**config.mk**
```make
export PLATFORM = sky130hd
export DESIGN_NAME = msfs_ram
export DESIGN_NICKNAME = d
export VERILOG_FILES = /design/src/hdl/msfs_ram.sv
export SDC_FILE = /design/constraint.sdc
export NUM_CORES = 1
export LEC_CHECK = 0
export ABC_AREA = 1
export BUFFER_PORTS_ARGS = -buffer_cell sky130_fd_sc_hd__buf_2
export CAP_MARGIN = 30
export CORE_ASPECT_RATIO = 0.75
export CORE_MARGIN = 2
export CORE_UTILIZATION = 61
export DETAILED_ROUTE_END_ITERATION = 16
export GPL_ROUTABILITY_DRIVEN = 0
export PLACE_DENSITY_LB_ADDON = 0.15
export REMOVE_ABC_BUFFERS = 1
export SYNTH_ARGS = -nofsm -noshare
export SYNTH_HDL_FRONTEND = slang
export SYNTH_SLANG_ARGS = --single-unit
```
**constraint.sdc**
```tcl
create_clock -name clk -period 1.2 [get_ports clk]
set_input_delay 0.06 -clock clk [delete_from_list [all_inputs] [get_ports clk]]
set_output_delay 0.06 -clock clk [all_outputs]
set_load 0.05 [all_outputs]
```
**src/hdl/msfs_ram.sv**
```systemverilog
// ============================================================================
// msfs_ram
// Generic single-clock RAM: one write port, one read port, registered read.
// ============================================================================
`timescale 1ns / 1ps
`default_nettype none

module msfs_ram #(
    parameter int DATA_W = 8,
    parameter int DEPTH  = 16,
    localparam int ADDR_W = $clog2(DEPTH)
) (
    input  wire logic              clk,
    input  wire logic              wr_en,
    input  wire logic [ADDR_W-1:0] wr_addr,
    input  wire logic [DATA_W-1:0] wr_data,
    input  wire logic              rd_en,
    input  wire logic [ADDR_W-1:0] rd_addr,
    output logic      [DATA_W-1:0] rd_data
);

    logic [DATA_W-1:0] mem [DEPTH];

    // Write port
    always_ff @(posedge clk)
    begin
        if (wr_en)
        begin
            mem[wr_addr] <= wr_data;
        end
    end

    // Registered read port
    always_ff @(posedge clk)
    begin
        if (rd_en)
        begin
            rd_data <= mem[rd_addr];
        end
    end

endmodule

`default_nettype wire
```
Word level (Yosys, flattened, before mapping)

Memories as Yosys holds them, arrays and structs flattened. A register that Yosys moved wholly into a read port is not among the register bits.
Cells that the tools add are included.

Multiplexer cells: 2

Operators with widths:

| operator | number |
|---|---|
| $mux W1  | 2 |

Bits in writable memories: 128
Bits of input ports: 19
Memories: 1
Bits in registers: 0
Logic and storage cells: 3

Memories:

| memory | depth | width | read ports | clocked after Yosys merged registers in | write ports | RTL line | RTL |
|---|---|---|---|---|---|---|---|
| mem    | 16    | 8     | 1          | 1                                       | 1           | 22       | `logic [DATA_W-1:0] mem [DEPTH];` |

Longest topological paths before layout

Depth in word-level cells: 2
Depth in mapped cells: 8

Worst setup path before layout

OpenSTA, ideal clock, no wires.

Path kind: input to register
From: in wr_addr[2]
To: mem mem[10][0], enable pin
Arrival: 0.641 ns
Path slack: 0.189 ns
Buffers on the path: 0
Stages on the path: 2
Cells stage by stage: nand3b_1 -> nor2_1

RTL lines:

| element         | RTL line | RTL |
|---|---|---|
| start, declared | 15       | `input wire logic [ADDR_W-1:0] wr_addr,` |
| end, declared   | 22       |  |

No word-level cell before the write port.

Final worst setup path

From: reg rd_data[2] (read register of mem)
To: out rd_data[2]

RTL lines:

| element         | RTL line | RTL |
|---|---|---|
| start, declared | 19       | `output logic [DATA_W-1:0] rd_data` |

No word-level cell between the ends.

==> flow_summary_export.csv <==
group,metric,value,unit
yosys,synthTopCellsByArea,"edfxtp_1 (70%), nand2_1 (11%), nand3_1 (8.3%)",
finish,fin_nets,616,
routing,first_pass_iters,5,
yosys,ys_seq_area_share,69.8,%
yosys,yosysWarnings,0,
floorplan,chipWidth,117,microns
yosys,syn_area,0.00585,sq mm
hold_path,worstHoldStart,"rd_en",
critical_path,cp.depth,1,
finish,multiInputGateArea,0.00122,sq mm
critical_path,r2r-start,"mem[12][0]$_DFFE_PP_",
pwr,irDropWorstVdd,1.08,mV
routing,wire_per_inst,16.7,microns
critical_path,cpLargestDelayFamily,"flip-flops",
grt,grt_util_met3,8.08,%
floorplan,dieArea,0.0104,sq mm
floorplan,core,0.00920,sq mm
grt,grt-ovfl-total,0,
finish,fin_cells,738,
critical_path,cp.arrival,1.08,ns
critical_path,crit_chain,"buf_2",
timing,worst_pin_slew,0.669,ns
finish,syn_to_final_growth,17.5,%
critical_path,cp.required,1.14,ns
floorplan,pin_count,27,
critical_path,worstPathBufferInverterCount,1,
pwr,leakage,2.99,nW
routing,wirelength,12300,microns
yosys,ys_ff_latch,136,
grt,antenna_found_initial,0,
clock_network,cts_tree,"done",
routing,drt_iter0_drc,346,
timing,period_needed,1.14,ns
placed_design,placed_cells,706,
grt,grt_pass1_wl,19200,microns
placed_design,place_area,0.00621,sq mm
finish,final_cell_area,0.00687,sq mm
critical_path,cp_slowest_cell,"edfxtp_1",
finish,final_common_cell,"nand2_1",
critical_path,cp_max_fo,1,
critical_path,critPathLaunch,"rd_data[2]$_DFFE_PP_",
timing,fmax,875,MHz
placed_design,io_buffers,26,
floorplan,chipHeight,88.8,microns
critical_path,r2r-end,"rd_data[0]$_DFFE_PP_",
routing,drc_errors,0,
grt,grt_max_degree,65,
pwr,p_total,11.8,mW
grt,busiest_layer,"met2",
clock_network,cts_resized,0,
routing,vias,3905,
clock_network,cts_buffer_depth,2,
finish,mostFrequentLayoutCells,"nand2_1 (173), edfxtp_1 (136), inv_1 (100)",
grt,grt_pass1_vias,3787,
yosys,yosys.cell_types.count,11,
routing,drtAntennaViolNets,0,
run_status,status,"completed",
finish,nFillCells,616,
yosys,syn_inst,551,
critical_path,worstSetupPathType,"reg2out",
timing,slew_headroom,55.4,%
clock_network,ctsHtreeMaxLevel,4,
finish,seq_area,0.00408,sq mm
clock_network,path_clk_slew,0.06,ns
pwr,p_per_area,1720,mW/mm^2
timing,final_max_slew_viol_count,0,
critical_path,r2r_cells,6,
floorplan,initial_utilization,63.6,%
finish,postLayoutCoreUtil,74.7,%
floorplan,row_count,30,
clock_network,hold_buffers,0,
grt,grt_usage,26.4,%
hold_path,min_path_type,"in2reg",
routing,viasPerCell,5.29,
timing,finalCritPeriodShare,95.2,%
finish,drive_gt1_share,13.8,%
hold_path,whs_path_depth,1,
timing,finalSetupViolCount,0,
finish,diodes,0,
critical_path,rrSetupSlack,0.08,ns
grt,met2_usage,40.7,%
timing,fin_worst_skew,0.00397,ns
clock_network,cts_buffers,17,
placed_design,dpl.hpwl,7660,microns
critical_path,max_stage_delay,0.39,ns
clock_network,clock-sinks,136,
timing,finalHoldViolations,0,
critical_path,endpoint,"rd_data[2]",
timing,rsz0062_at_grt,"no",
grt,grt_use_met1,35.5,%
yosys,syn_avg_cell_area,10.6,sq um
yosys,synth_top_cell_by_area,"edfxtp_1",
job,maxCapViolations,0,
clock_network,cts_setup_buffers,0,
critical_path,critPathLaunchType,"flip-flop",
critical_path,end_kind,"output pin",
clock_network,clockRootBuffer,"clkbuf_16",
clock_network,clkLatencyLatePin,0.41,ns
yosys,synth_top_area_share,69.8,%
Yosys cell counts:
| cell type | n |
|---|---|
| nand3b_1 | 2 |
| inv_2 | 2 |
| inv_1 | 100 |
| edfxtp_1 | 136 |
| buf_1 | 1 |
| buf_4 | 4 |
| buf_2 | 13 |
| nand2_1 | 173 |
| buf_6 | 6 |
| nor2_1 | 17 |
| nand3_1 | 97 |
flip-flops by register name (all words and copies together), names as in the netlist:
signal and flops:
mem 128, rd_data 8
layout make-up:
cell class	instances	area share [%]
sequential	136	59.4
timing repair buffer	51	5.35
tap	128	2.33
multi-input combinational	289	17.7
clock buffer	18	6.25
inverter	102	5.57
clock inverter	14	3.33
through the flow:
stage,worst slack (ns),setup TNS [ns],hold slack (ns)
floorplan,0.0194,0,0.159
finish,0.0577,0,0.0200
global route,0.0154,0,0.0176
CTS,0.0565,0,0.00650
detailed placement,-0.0679,-0.270,0.440
global placement,-0.0584,-0.0685,0.433
per-layer routing:
| metal | routed length, microns | up-vias |
|---|---|---|
| met4 | 254 | 0 |
| met2 | 5760 | 146 |
| met1 | 5370 | 1852 |
| met3 | 921 | 29 |
| li1 | - | 1878 |
| met5 | 0 | - |
power by group:
group	switching [mW]	internal, mW
clock network	1.87	3.87
registers	0.0301	5.35
logic	0.511	0.207
cell families (layout without fill, tap and decap cells):
kind of cell	Yosys count	after routing	synth area share (%)
and+or+nand+nor	289	289	20.8
DFF	136	136	69.8
buffers and inverters	126	185	9.39
how the worst min path moves through the flow:
stage                                       to  slack [ns]
final                     rd_data[1]$_DFFE_PP_        0.02
after global routing      rd_data[1]$_DFFE_PP_        0.02
after CTS                 rd_data[1]$_DFFE_PP_       0.006
after detailed placement  rd_data[1]$_DFFE_PP_        0.44
after global placement    rd_data[1]$_DFFE_PP_        0.43
after floorplan            mem[0][0]$_DFFE_PP_        0.16
Note: power is estimated with default switching activity, not from simulation.
